<file path="src/sv/lun_pkg.sv">
// Package for the Newton lens undistortion block: value types, micro-op codes,
// operand codes, fixed-point constants and the per-iteration microprogram.
// No dependencies.
package lun_pkg;

    typedef logic signed [63:0] t_val;
    typedef logic [2:0]         t_op;
    typedef logic [5:0]         t_src;
    typedef logic [6:0]         t_pc;
    typedef logic [2:0]         t_cfg_idx;

    localparam int unsigned ITER_LIMIT     = 100;
    localparam int unsigned RAM_DEPTH      = 32;
    localparam int unsigned RAM_AW         = $clog2(RAM_DEPTH);

    localparam t_val WMAX  = 64'sh3FFF_FFFF_FFFF_FFFF;
    localparam t_val Q_ONE = 64'sd268435456;
    localparam t_val Q_C2  = 64'sd536870912;
    localparam t_val Q_C3  = 64'sd805306368;
    localparam t_val Q_C6  = 64'sd1610612736;

    localparam t_cfg_idx CFG_K1  = 3'd0;
    localparam t_cfg_idx CFG_K2  = 3'd1;
    localparam t_cfg_idx CFG_K3  = 3'd2;
    localparam t_cfg_idx CFG_P1  = 3'd3;
    localparam t_cfg_idx CFG_P2  = 3'd4;
    localparam t_cfg_idx CFG_THR = 3'd5;

    localparam t_op OP_MUL = 3'd0;
    localparam t_op OP_ADD = 3'd1;
    localparam t_op OP_SUB = 3'd2;
    localparam t_op OP_DIV = 3'd3;
    localparam t_op OP_BRZ = 3'd4;
    localparam t_op OP_UPD = 3'd5;

    localparam t_src T_X2  = 6'd0;
    localparam t_src T_Y2  = 6'd1;
    localparam t_src T_XY  = 6'd2;
    localparam t_src T_R2  = 6'd3;
    localparam t_src T_R4  = 6'd4;
    localparam t_src T_A   = 6'd5;
    localparam t_src T_T   = 6'd6;
    localparam t_src T_KR  = 6'd7;
    localparam t_src T_B   = 6'd8;
    localparam t_src T_DKR = 6'd9;
    localparam t_src T_C   = 6'd10;
    localparam t_src T_JA  = 6'd11;
    localparam t_src T_JB  = 6'd12;
    localparam t_src T_JD  = 6'd13;
    localparam t_src T_F   = 6'd14;
    localparam t_src T_G   = 6'd15;
    localparam t_src T_DET = 6'd16;
    localparam t_src T_DX  = 6'd17;
    localparam t_src T_DY  = 6'd18;
    localparam t_src S_X   = 6'd32;
    localparam t_src S_Y   = 6'd33;
    localparam t_src S_X0  = 6'd34;
    localparam t_src S_Y0  = 6'd35;
    localparam t_src S_K1  = 6'd36;
    localparam t_src S_K2  = 6'd37;
    localparam t_src S_K3  = 6'd38;
    localparam t_src S_P1  = 6'd39;
    localparam t_src S_P2  = 6'd40;
    localparam t_src S_ONE = 6'd41;
    localparam t_src S_C2  = 6'd42;
    localparam t_src S_C3  = 6'd43;
    localparam t_src S_C6  = 6'd44;

    typedef struct packed {
        t_op               op;
        logic [RAM_AW-1:0] dst;
        t_src              sa;
        t_src              sb;
    } t_instr;

    typedef struct packed {
        logic start;
        t_op  op;
        t_val a;
        t_val b;
    } t_alu_req;

    function automatic t_instr mk(t_op op, t_src d, t_src a, t_src b);
        t_instr i;
        i.op  = op;
        i.dst = d[RAM_AW-1:0];
        i.sa  = a;
        i.sb  = b;
        return i;
    endfunction

    function automatic t_instr prog(t_pc pc);
        t_instr i;
        case (pc)
            7'd0:  i = mk(OP_MUL, T_X2,  S_X,   S_X);
            7'd1:  i = mk(OP_MUL, T_Y2,  S_Y,   S_Y);
            7'd2:  i = mk(OP_MUL, T_XY,  S_X,   S_Y);
            7'd3:  i = mk(OP_ADD, T_R2,  T_X2,  T_Y2);
            7'd4:  i = mk(OP_MUL, T_R4,  T_R2,  T_R2);
            7'd5:  i = mk(OP_MUL, T_A,   T_R2,  S_K3);
            7'd6:  i = mk(OP_ADD, T_T,   S_K2,  T_A);
            7'd7:  i = mk(OP_MUL, T_A,   T_R2,  T_T);
            7'd8:  i = mk(OP_ADD, T_T,   S_K1,  T_A);
            7'd9:  i = mk(OP_MUL, T_A,   T_R2,  T_T);
            7'd10: i = mk(OP_ADD, T_KR,  S_ONE, T_A);
            7'd11: i = mk(OP_MUL, T_A,   S_K2,  T_R2);
            7'd12: i = mk(OP_MUL, T_A,   S_C2,  T_A);
            7'd13: i = mk(OP_MUL, T_B,   S_K3,  T_R4);
            7'd14: i = mk(OP_MUL, T_B,   S_C3,  T_B);
            7'd15: i = mk(OP_ADD, T_A,   T_A,   T_B);
            7'd16: i = mk(OP_ADD, T_DKR, S_K1,  T_A);
            7'd17: i = mk(OP_MUL, T_A,   T_X2,  T_DKR);
            7'd18: i = mk(OP_MUL, T_A,   S_C2,  T_A);
            7'd19: i = mk(OP_ADD, T_A,   T_KR,  T_A);
            7'd20: i = mk(OP_MUL, T_B,   S_P2,  S_X);
            7'd21: i = mk(OP_MUL, T_B,   S_C6,  T_B);
            7'd22: i = mk(OP_MUL, T_C,   S_P1,  S_Y);
            7'd23: i = mk(OP_MUL, T_C,   S_C2,  T_C);
            7'd24: i = mk(OP_ADD, T_B,   T_B,   T_C);
            7'd25: i = mk(OP_ADD, T_JA,  T_A,   T_B);
            7'd26: i = mk(OP_MUL, T_A,   T_XY,  T_DKR);
            7'd27: i = mk(OP_MUL, T_A,   S_C2,  T_A);
            7'd28: i = mk(OP_MUL, T_B,   S_P1,  S_X);
            7'd29: i = mk(OP_MUL, T_B,   S_C2,  T_B);
            7'd30: i = mk(OP_MUL, T_C,   S_P2,  S_Y);
            7'd31: i = mk(OP_MUL, T_C,   S_C2,  T_C);
            7'd32: i = mk(OP_ADD, T_B,   T_B,   T_C);
            7'd33: i = mk(OP_ADD, T_JB,  T_A,   T_B);
            7'd34: i = mk(OP_MUL, T_A,   T_Y2,  T_DKR);
            7'd35: i = mk(OP_MUL, T_A,   S_C2,  T_A);
            7'd36: i = mk(OP_ADD, T_A,   T_KR,  T_A);
            7'd37: i = mk(OP_MUL, T_B,   S_P2,  S_X);
            7'd38: i = mk(OP_MUL, T_B,   S_C2,  T_B);
            7'd39: i = mk(OP_MUL, T_C,   S_P1,  S_Y);
            7'd40: i = mk(OP_MUL, T_C,   S_C6,  T_C);
            7'd41: i = mk(OP_ADD, T_B,   T_B,   T_C);
            7'd42: i = mk(OP_ADD, T_JD,  T_A,   T_B);
            7'd43: i = mk(OP_MUL, T_A,   S_X,   T_KR);
            7'd44: i = mk(OP_MUL, T_B,   S_C2,  T_X2);
            7'd45: i = mk(OP_ADD, T_B,   T_R2,  T_B);
            7'd46: i = mk(OP_MUL, T_B,   S_P2,  T_B);
            7'd47: i = mk(OP_ADD, T_A,   T_A,   T_B);
            7'd48: i = mk(OP_MUL, T_B,   S_P1,  T_XY);
            7'd49: i = mk(OP_MUL, T_B,   S_C2,  T_B);
            7'd50: i = mk(OP_SUB, T_B,   T_B,   S_X0);
            7'd51: i = mk(OP_ADD, T_F,   T_A,   T_B);
            7'd52: i = mk(OP_MUL, T_A,   S_Y,   T_KR);
            7'd53: i = mk(OP_MUL, T_B,   S_C2,  T_Y2);
            7'd54: i = mk(OP_ADD, T_B,   T_R2,  T_B);
            7'd55: i = mk(OP_MUL, T_B,   S_P1,  T_B);
            7'd56: i = mk(OP_ADD, T_A,   T_A,   T_B);
            7'd57: i = mk(OP_MUL, T_B,   S_P2,  T_XY);
            7'd58: i = mk(OP_MUL, T_B,   S_C2,  T_B);
            7'd59: i = mk(OP_SUB, T_B,   T_B,   S_Y0);
            7'd60: i = mk(OP_ADD, T_G,   T_A,   T_B);
            7'd61: i = mk(OP_MUL, T_A,   T_JA,  T_JD);
            7'd62: i = mk(OP_MUL, T_B,   T_JB,  T_JB);
            7'd63: i = mk(OP_SUB, T_DET, T_A,   T_B);
            7'd64: i = mk(OP_BRZ, T_A,   T_DET, T_DET);
            7'd65: i = mk(OP_MUL, T_A,   T_JD,  T_F);
            7'd66: i = mk(OP_MUL, T_B,   T_JB,  T_G);
            7'd67: i = mk(OP_SUB, T_A,   T_A,   T_B);
            7'd68: i = mk(OP_DIV, T_DX,  T_A,   T_DET);
            7'd69: i = mk(OP_MUL, T_A,   T_JA,  T_G);
            7'd70: i = mk(OP_MUL, T_B,   T_JB,  T_F);
            7'd71: i = mk(OP_SUB, T_A,   T_A,   T_B);
            7'd72: i = mk(OP_DIV, T_DY,  T_A,   T_DET);
            7'd73: i = mk(OP_UPD, T_A,   T_DX,  T_DY);
            default: i = mk(OP_UPD, T_A, T_DX,  T_DY);
        endcase
        return i;
    endfunction

endpackage

</file>
<file path="src/sv/lun_alu.sv">
// Shared arithmetic unit: saturating Q.28 add/sub, 4-step multiply,
// 128-step restoring divide. Depends on lun_pkg.
module lun_alu (
    input  logic              i_clk,
    input  logic              i_rst_n,
    input  lun_pkg::t_alu_req i_req,
    output logic              o_done,
    output lun_pkg::t_val     o_res
);
    localparam logic [2:0] A_IDLE = 3'd0;
    localparam logic [2:0] A_MUL  = 3'd1;
    localparam logic [2:0] A_MFIN = 3'd2;
    localparam logic [2:0] A_DIV  = 3'd3;
    localparam logic [2:0] A_DFIN = 3'd4;
    localparam logic [63:0] QLIM  = 64'h1FFF_FFFF_FFFF_FFFF;

    logic [2:0]     r_state;
    logic [61:0]    r_ma, r_mb;
    logic           r_neg;
    logic [127:0]   r_acc;
    logic [63:0]    r_pp;
    logic [1:0]     r_psh;
    logic           r_ppv;
    logic [2:0]     r_cnt;
    logic [127:0]   r_dvd;
    logic [63:0]    r_rem, r_ud, r_q;
    logic           r_sat;
    logic [6:0]     r_step;

    logic [63:0]    w_mag_a, w_mag_b;
    logic [31:0]    w_ai, w_bj;
    logic [63:0]    w_pp;
    logic [127:0]   w_ppsh;
    logic [63:0]    w_mmag, w_dmag;
    logic [63:0]    w_rs, w_rn;
    logic           w_ge;
    lun_pkg::t_val  w_sum, w_sat_sum;

    assign w_mag_a = i_req.a[63] ? 64'(-i_req.a) : 64'(i_req.a);
    assign w_mag_b = i_req.b[63] ? 64'(-i_req.b) : 64'(i_req.b);
    assign w_ai    = r_cnt[1] ? {2'b0, r_ma[61:32]} : r_ma[31:0];
    assign w_bj    = r_cnt[0] ? {2'b0, r_mb[61:32]} : r_mb[31:0];
    assign w_pp    = w_ai * w_bj;

    always_comb begin
        case (r_psh)
            2'd0:    w_ppsh = {64'b0, r_pp};
            2'd1:    w_ppsh = {32'b0, r_pp, 32'b0};
            default: w_ppsh = {r_pp, 64'b0};
        endcase
    end

    assign w_mmag = (|r_acc[127:90]) ? 64'(lun_pkg::WMAX) : {2'b0, r_acc[89:28]};
    assign w_dmag = r_sat ? 64'(lun_pkg::WMAX) : r_q;
    assign w_rs   = {r_rem[62:0], r_dvd[127]};
    assign w_ge   = w_rs >= r_ud;
    assign w_rn   = w_ge ? w_rs - r_ud : w_rs;

    always_comb begin
        w_sum = (i_req.op == lun_pkg::OP_SUB) ? i_req.a - i_req.b : i_req.a + i_req.b;
        if (w_sum > lun_pkg::WMAX) begin
            w_sat_sum = lun_pkg::WMAX;
        end else if (w_sum < -lun_pkg::WMAX) begin
            w_sat_sum = -lun_pkg::WMAX;
        end else begin
            w_sat_sum = w_sum;
        end
    end

    always_ff @(posedge i_clk) begin
        if (!i_rst_n) begin
            r_state <= A_IDLE;
            o_done  <= 1'b0;
            r_ppv   <= 1'b0;
        end else begin
            o_done <= 1'b0;
            unique case (r_state)
                A_IDLE: begin
                    if (i_req.start) begin
                        r_neg <= i_req.a[63] ^ i_req.b[63];
                        case (i_req.op)
                            lun_pkg::OP_MUL: begin
                                r_ma    <= w_mag_a[61:0];
                                r_mb    <= w_mag_b[61:0];
                                r_acc   <= '0;
                                r_cnt   <= '0;
                                r_ppv   <= 1'b0;
                                r_state <= A_MUL;
                            end
                            lun_pkg::OP_DIV: begin
                                r_dvd   <= {36'b0, w_mag_a, 28'b0};
                                r_ud    <= w_mag_b;
                                r_rem   <= '0;
                                r_q     <= '0;
                                r_sat   <= 1'b0;
                                r_step  <= '0;
                                r_state <= A_DIV;
                            end
                            default: begin
                                o_res  <= w_sat_sum;
                                o_done <= 1'b1;
                            end
                        endcase
                    end
                end
                A_MUL: begin
                    if (r_ppv) begin
                        r_acc <= r_acc + w_ppsh;
                    end
                    if (r_cnt != 3'd4) begin
                        r_pp  <= w_pp;
                        r_psh <= {1'b0, r_cnt[1]} + {1'b0, r_cnt[0]};
                        r_ppv <= 1'b1;
                        r_cnt <= r_cnt + 3'd1;
                    end else begin
                        r_ppv   <= 1'b0;
                        r_state <= A_MFIN;
                    end
                end
                A_MFIN: begin
                    o_res   <= r_neg ? -lun_pkg::t_val'(w_mmag) : lun_pkg::t_val'(w_mmag);
                    o_done  <= 1'b1;
                    r_state <= A_IDLE;
                end
                A_DIV: begin
                    r_rem <= w_rn;
                    if (r_q > QLIM) begin
                        r_sat <= 1'b1;
                    end else begin
                        r_q <= {r_q[62:0], w_ge};
                    end
                    r_dvd  <= {r_dvd[126:0], 1'b0};
                    r_step <= r_step + 7'd1;
                    if (r_step == 7'd127) begin
                        r_state <= A_DFIN;
                    end
                end
                A_DFIN: begin
                    o_res   <= r_neg ? -lun_pkg::t_val'(w_dmag) : lun_pkg::t_val'(w_dmag);
                    o_done  <= 1'b1;
                    r_state <= A_IDLE;
                end
                default: r_state <= A_IDLE;
            endcase
        end
    end
endmodule

</file>
<file path="config.mk">
export PLATFORM = sky130hd
export DESIGN_NAME = lun_alu
export DESIGN_NICKNAME = d
export VERILOG_FILES = /design/src/sv/lun_pkg.sv /design/src/sv/lun_alu.sv
export SDC_FILE = /design/constraint.sdc
export NUM_CORES = 2
export LEC_CHECK = 0
export ABC_AREA = 0
export BUFFER_PORTS_ARGS = -buffer_cell sky130_fd_sc_hd__buf_2
export CELL_PAD_IN_SITES_DETAIL_PLACEMENT = 0
export CELL_PAD_IN_SITES_GLOBAL_PLACEMENT = 1
export CORE_MARGIN = 4
export CORE_UTILIZATION = 46
export DETAILED_ROUTE_END_ITERATION = 8
export PLACE_DENSITY_LB_ADDON = 0.1
export SLEW_MARGIN = 20
export SYNTH_ARGS = -nofsm -noshare
export SYNTH_HDL_FRONTEND = slang
export SYNTH_SLANG_ARGS = --single-unit
</file>
<file path="constraint.sdc">
create_clock -name i_clk -period 9.7 [get_ports i_clk]
set_input_delay 0.485 -clock i_clk [delete_from_list [all_inputs] [get_ports i_clk]]
set_output_delay 0.485 -clock i_clk [all_outputs]
set_load 0.01 [all_outputs]
</file>
==> metrics.sh <==
REGTOREGENDPOINT='r_pp[57]'
SYN-CELL-AREA_SQ_MM=0.0825
WIRE_PER_INST_UM=27.2
ANTENNA_VIOLATING_NETS_POST_ROUTE=0
REG2REGPATHDEPTH=28
CRIT_PATH_TOP_DELAY_CELL='fa_1'
CTS.PATH.MAX_BUFFERS=3
GRT_ANTENNA_BEFORE_REPAIR=34
HOLDCRITPATHCLASS='input pin to register'
DRT-PASS1-ITER-COUNT=6
FINAL-MAX-SLEW-VIOLATION-COUNT=0
GRT_PASS1_VIAS=68000
VIAS=68700
DRCVIOLATIONCOUNT=0
POST_DRT_VIA_CELL_RATIO=5.91
CTS_HTREE_LEVELS=3
WORST_PATH_MOST_REPEATED_CELL='fa_1'
SYNTH_ASYNC_SR_FLOP_SHARE_PCT=0
WORST-SETUP-PATH-TYPE='register to register'
TRACK_USAGE_PCT=33.7
ORIGIN_OF_THE_CRITICAL_FLOP_TO_FLOP_PATH='r_cnt[0]'
PERIOD_SHARE_PCT=96.7
CTS_SINK_CNT=690
POST-ROUTE-CELL-AREA_SQ_MM=0.0899
CHIPHEIGHT_UM=432
PATH_MAX_FANOUT=27
HOLD-PATH-CELL-COUNT=3
SYNTH.YOSYS.WARNINGS=0
CP_CAPTURE_TYPE='register'
FINAL_CELL_MIX='1342 x nor2_1, 1098 x inv_1, 899 x fa_1'
FIN_UTIL_PCT=50.4
POST_DP_CELL_AREA_SQ_MM=0.0866
REG2REG_SLACK_NS=0.32
GRT-OVFL-TOTAL=0
CLOCK_TREE.ROOT_CELL='clkbuf_16'
CLOCK_TRANSITION_AT_THE_REGISTERS_OF_THE_REPORTED_PATHS_NS=0.06
DIE_WIDTH_UM=432
CP-STARTPOINT='r_cnt[0]'
DIE_AR_SQ_MM=0.186
SYNTH-EDFF-COUNT=685
FINALSETUPTNS_NS=0
MAX_SLEW.WORST_PIN.SLEW_NS=1.08
WORSTHOLDENDPOINT='r_state[0]'
PIN_COUNT_OF_THE_BIGGEST_NET_ENTERING_GLOBAL_ROUTING=83
CP.REQUIRED_NS=10.17
CLK_LATENCY_NS=0.74
CRITICAL_PATH.STARTPOINT_TYPE='register'
SYNTH.YOSYS.SEQ_AREA_SHARE_PCT=25.1
SYNTHESIS.AREA_PER_INSTANCE_SQ_UM=8.99
FINAL-SETUP-VIOL-COUNT=0
TRITONCTS_CLOCK_TREE='done'
TIMING.MAX_SLEW.REL_SLACK_PCT=26.1
PORT-BUFFER-COUNT=198
CORE_SQ_MM=0.178
RSZ0062_AT_GRT='no'
TIMING.HOLD.WORST.START='i_rst_n'
SKEW_NS=0.0730
CAP_VIOL_MAX_COUNT=0
INITIAL_CORE_UTIL_PCT=46.2
GP_ROUTABILITY_CONGESTION=0.988
GATE_COUNT_OF_THE_MAPPED_NETLIST=9176
SYNTH_CELL_TYPES=86
NETS=10700
ROUTED_WIRELENGTH_UM=317000
SYN-NUM-NETS=10700
FINAL_LAYOUT_SIZE_SUFFIX_GT1_SHARE_PCT=7.77
RUN_STATUS='completed'
LAYOUT.CELLS.MOST_COMMON='nor2_1'
DETAILEDROUTE.FIRSTITERATIONVIOLATIONS=6780
WORSTPATHARRIVAL_NS=9.85
STD_CELL_ROWS=155
GRT_FIRST_PASS_WIRELENGTH_UM=461000
MAX_FREQ_GHz=0.107
YS_SEQ_ELEMENTS=690
FILLERS=17100
HOLD_VIOL_FINAL=0
TRITONCTS.NUM_BUFFERS=87
SYNTH_FF_TYPE='edfxtp_1'
AREA_GROWTH_SYN_TO_LAYOUT_PCT=8.92
TIMING.FINAL.CRIT_PERIOD_NS=9.38
CRIT_PATH_MAX_INCR_DELAY_NS=0.68
TOP_LEVEL_PORTS=199
DP_HPWL_UM=255000
-- area by class of cell --
type,count,area [sq um],area share (%)
well taps,2355,2950,3.28
multi-input cells,6914,56300,62.7
repair buffers,385,2630,2.93
diodes,21,52.6,0.0585
flip-flops and latches,690,20700,23.0
clock inverters,65,900,1.00
clock buffers,97,2210,2.46
inverters,1100,4140,4.60
-- what timing repair did --
item,CTS,global route
hold buffers,0,0
setup endpoints to repair,0,8
gates resized for setup,0,17
buffers inserted,0,1
-- cell families after synthesis --
group	synth area share, %
compound gates	12.7
xor+xnor	5.81
fa+ha+maj	29.8
buf+inv	7.15
flops	25.1
mux	2.63
simple gates	16.9
-- registers in the layout, summed over array words and instances (netlist names) --
name / cells
o_done: 1
o_res: 64
r_acc: 128
r_cnt: 3
r_dvd: 100
r_ma: 62
r_mb: 62
r_neg: 1
r_pp: 64
r_ppv: 1
r_psh: 2
r_q: 64
r_rem: 63
r_sat: 1
r_state: 3
r_step: 7
r_ud: 64
-- worst max-delay path by stage --
stage,end,slack [ns],depth (start not counted)
3_3_place_gp,r_pp[62],0.28,30
6_report,r_pp[57],0.32,28
2_1_floorplan,r_pp[62],0.37,31
5_1_grt,r_pp[62],0.006,31
4_1_cts,r_pp[62],0.23,30
3_5_place_dp,r_pp[62],0.25,30
-- cells in the mapped netlist (16+ instances only) --
| library cell | instances | area share [%] |
|---|---|---|
| o211ai_1 | 41 | 0.37 |
| a21o_1 | 199 | 1.8 |
| a31oi_1 | 44 | 0.33 |
| o41ai_1 | 25 | 0.27 |
| and2_1 | 203 | 1.5 |
| or4_1 | 39 | 0.35 |
| a21boi_0 | 16 | 0.15 |
| nor2_1 | 1345 | 6.1 |
| nor2b_1 | 44 | 0.33 |
| a21oi_1 | 433 | 2.6 |
| edfxtp_1 | 685 | 25 |
| nor4_1 | 61 | 0.46 |
| nand2b_1 | 59 | 0.45 |
| nor3_1 | 107 | 0.65 |
| o22ai_1 | 28 | 0.21 |
| mux2_2 | 60 | 0.82 |
| a221oi_1 | 25 | 0.27 |
| a211oi_1 | 42 | 0.38 |
| nand4_1 | 130 | 0.99 |
| a22o_1 | 33 | 0.35 |
| mux2i_1 | 149 | 1.8 |
| o31ai_1 | 72 | 0.66 |
| xor2_1 | 180 | 1.9 |
| clkbuf_1 | 432 | 2.0 |
| nand3_1 | 78 | 0.47 |
| o21bai_1 | 72 | 0.66 |
| o221ai_1 | 38 | 0.40 |
| xnor2_1 | 367 | 3.9 |
| and3_1 | 43 | 0.33 |
| or2_2 | 37 | 0.28 |
| o21ai_0 | 373 | 2.3 |
| nand2_1 | 850 | 3.9 |
| buf_1 | 38 | 0.17 |
| fa_1 | 899 | 22 |
| ha_1 | 525 | 8.0 |
| inv_1 | 1100 | 5.0 |
| o21a_1 | 40 | 0.36 |
| or3_1 | 69 | 0.52 |
-- per-stage QoR --
| step | std cells | hold slack (ns) | setup WS [ns] |
|---|---|---|---|
| 3_5_place_dp | 11400 | 0.503 | 0.249 |
| 5_1_grt | 11600 | 0.0437 | 0.00645 |
| 3_3_place_gp | 11400 | 0.495 | 0.276 |
| 2_1_floorplan | 9176 | 0.484 | 0.371 |
| 4_1_cts | 11600 | 0.00516 | 0.227 |
| 6_report | 11600 | 0.0754 | 0.316 |
-- metal layers --
metal | GRT usage (%) | routed length [um] | vias to the layer above
met1 | 45.1 | 131000 | 34300
met5 | 0 | 0 | -
met3 | 5.52 | 23200 | 657
met2 | 53.0 | 143000 | 2941
li1 | - | - | 30800
met4 | 16.9 | 19300 | 0
-- worst max-delay path, delay by kind of cell (launching register included) --
kind                     cells  cell delay [ns]
XOR/XNOR                     1             0.12
buffers and inverters        7             1.40
AND/OR/NAND/NOR              5             0.94
AO/OA/AOI/OAI                6             1.32
adder cells (fa/ha/maj)      9             4.93
flip-flops                   1             0.40
Power is not shown: default switching activity piles up to over one toggle a cycle in this logic, so the estimate is an artifact.
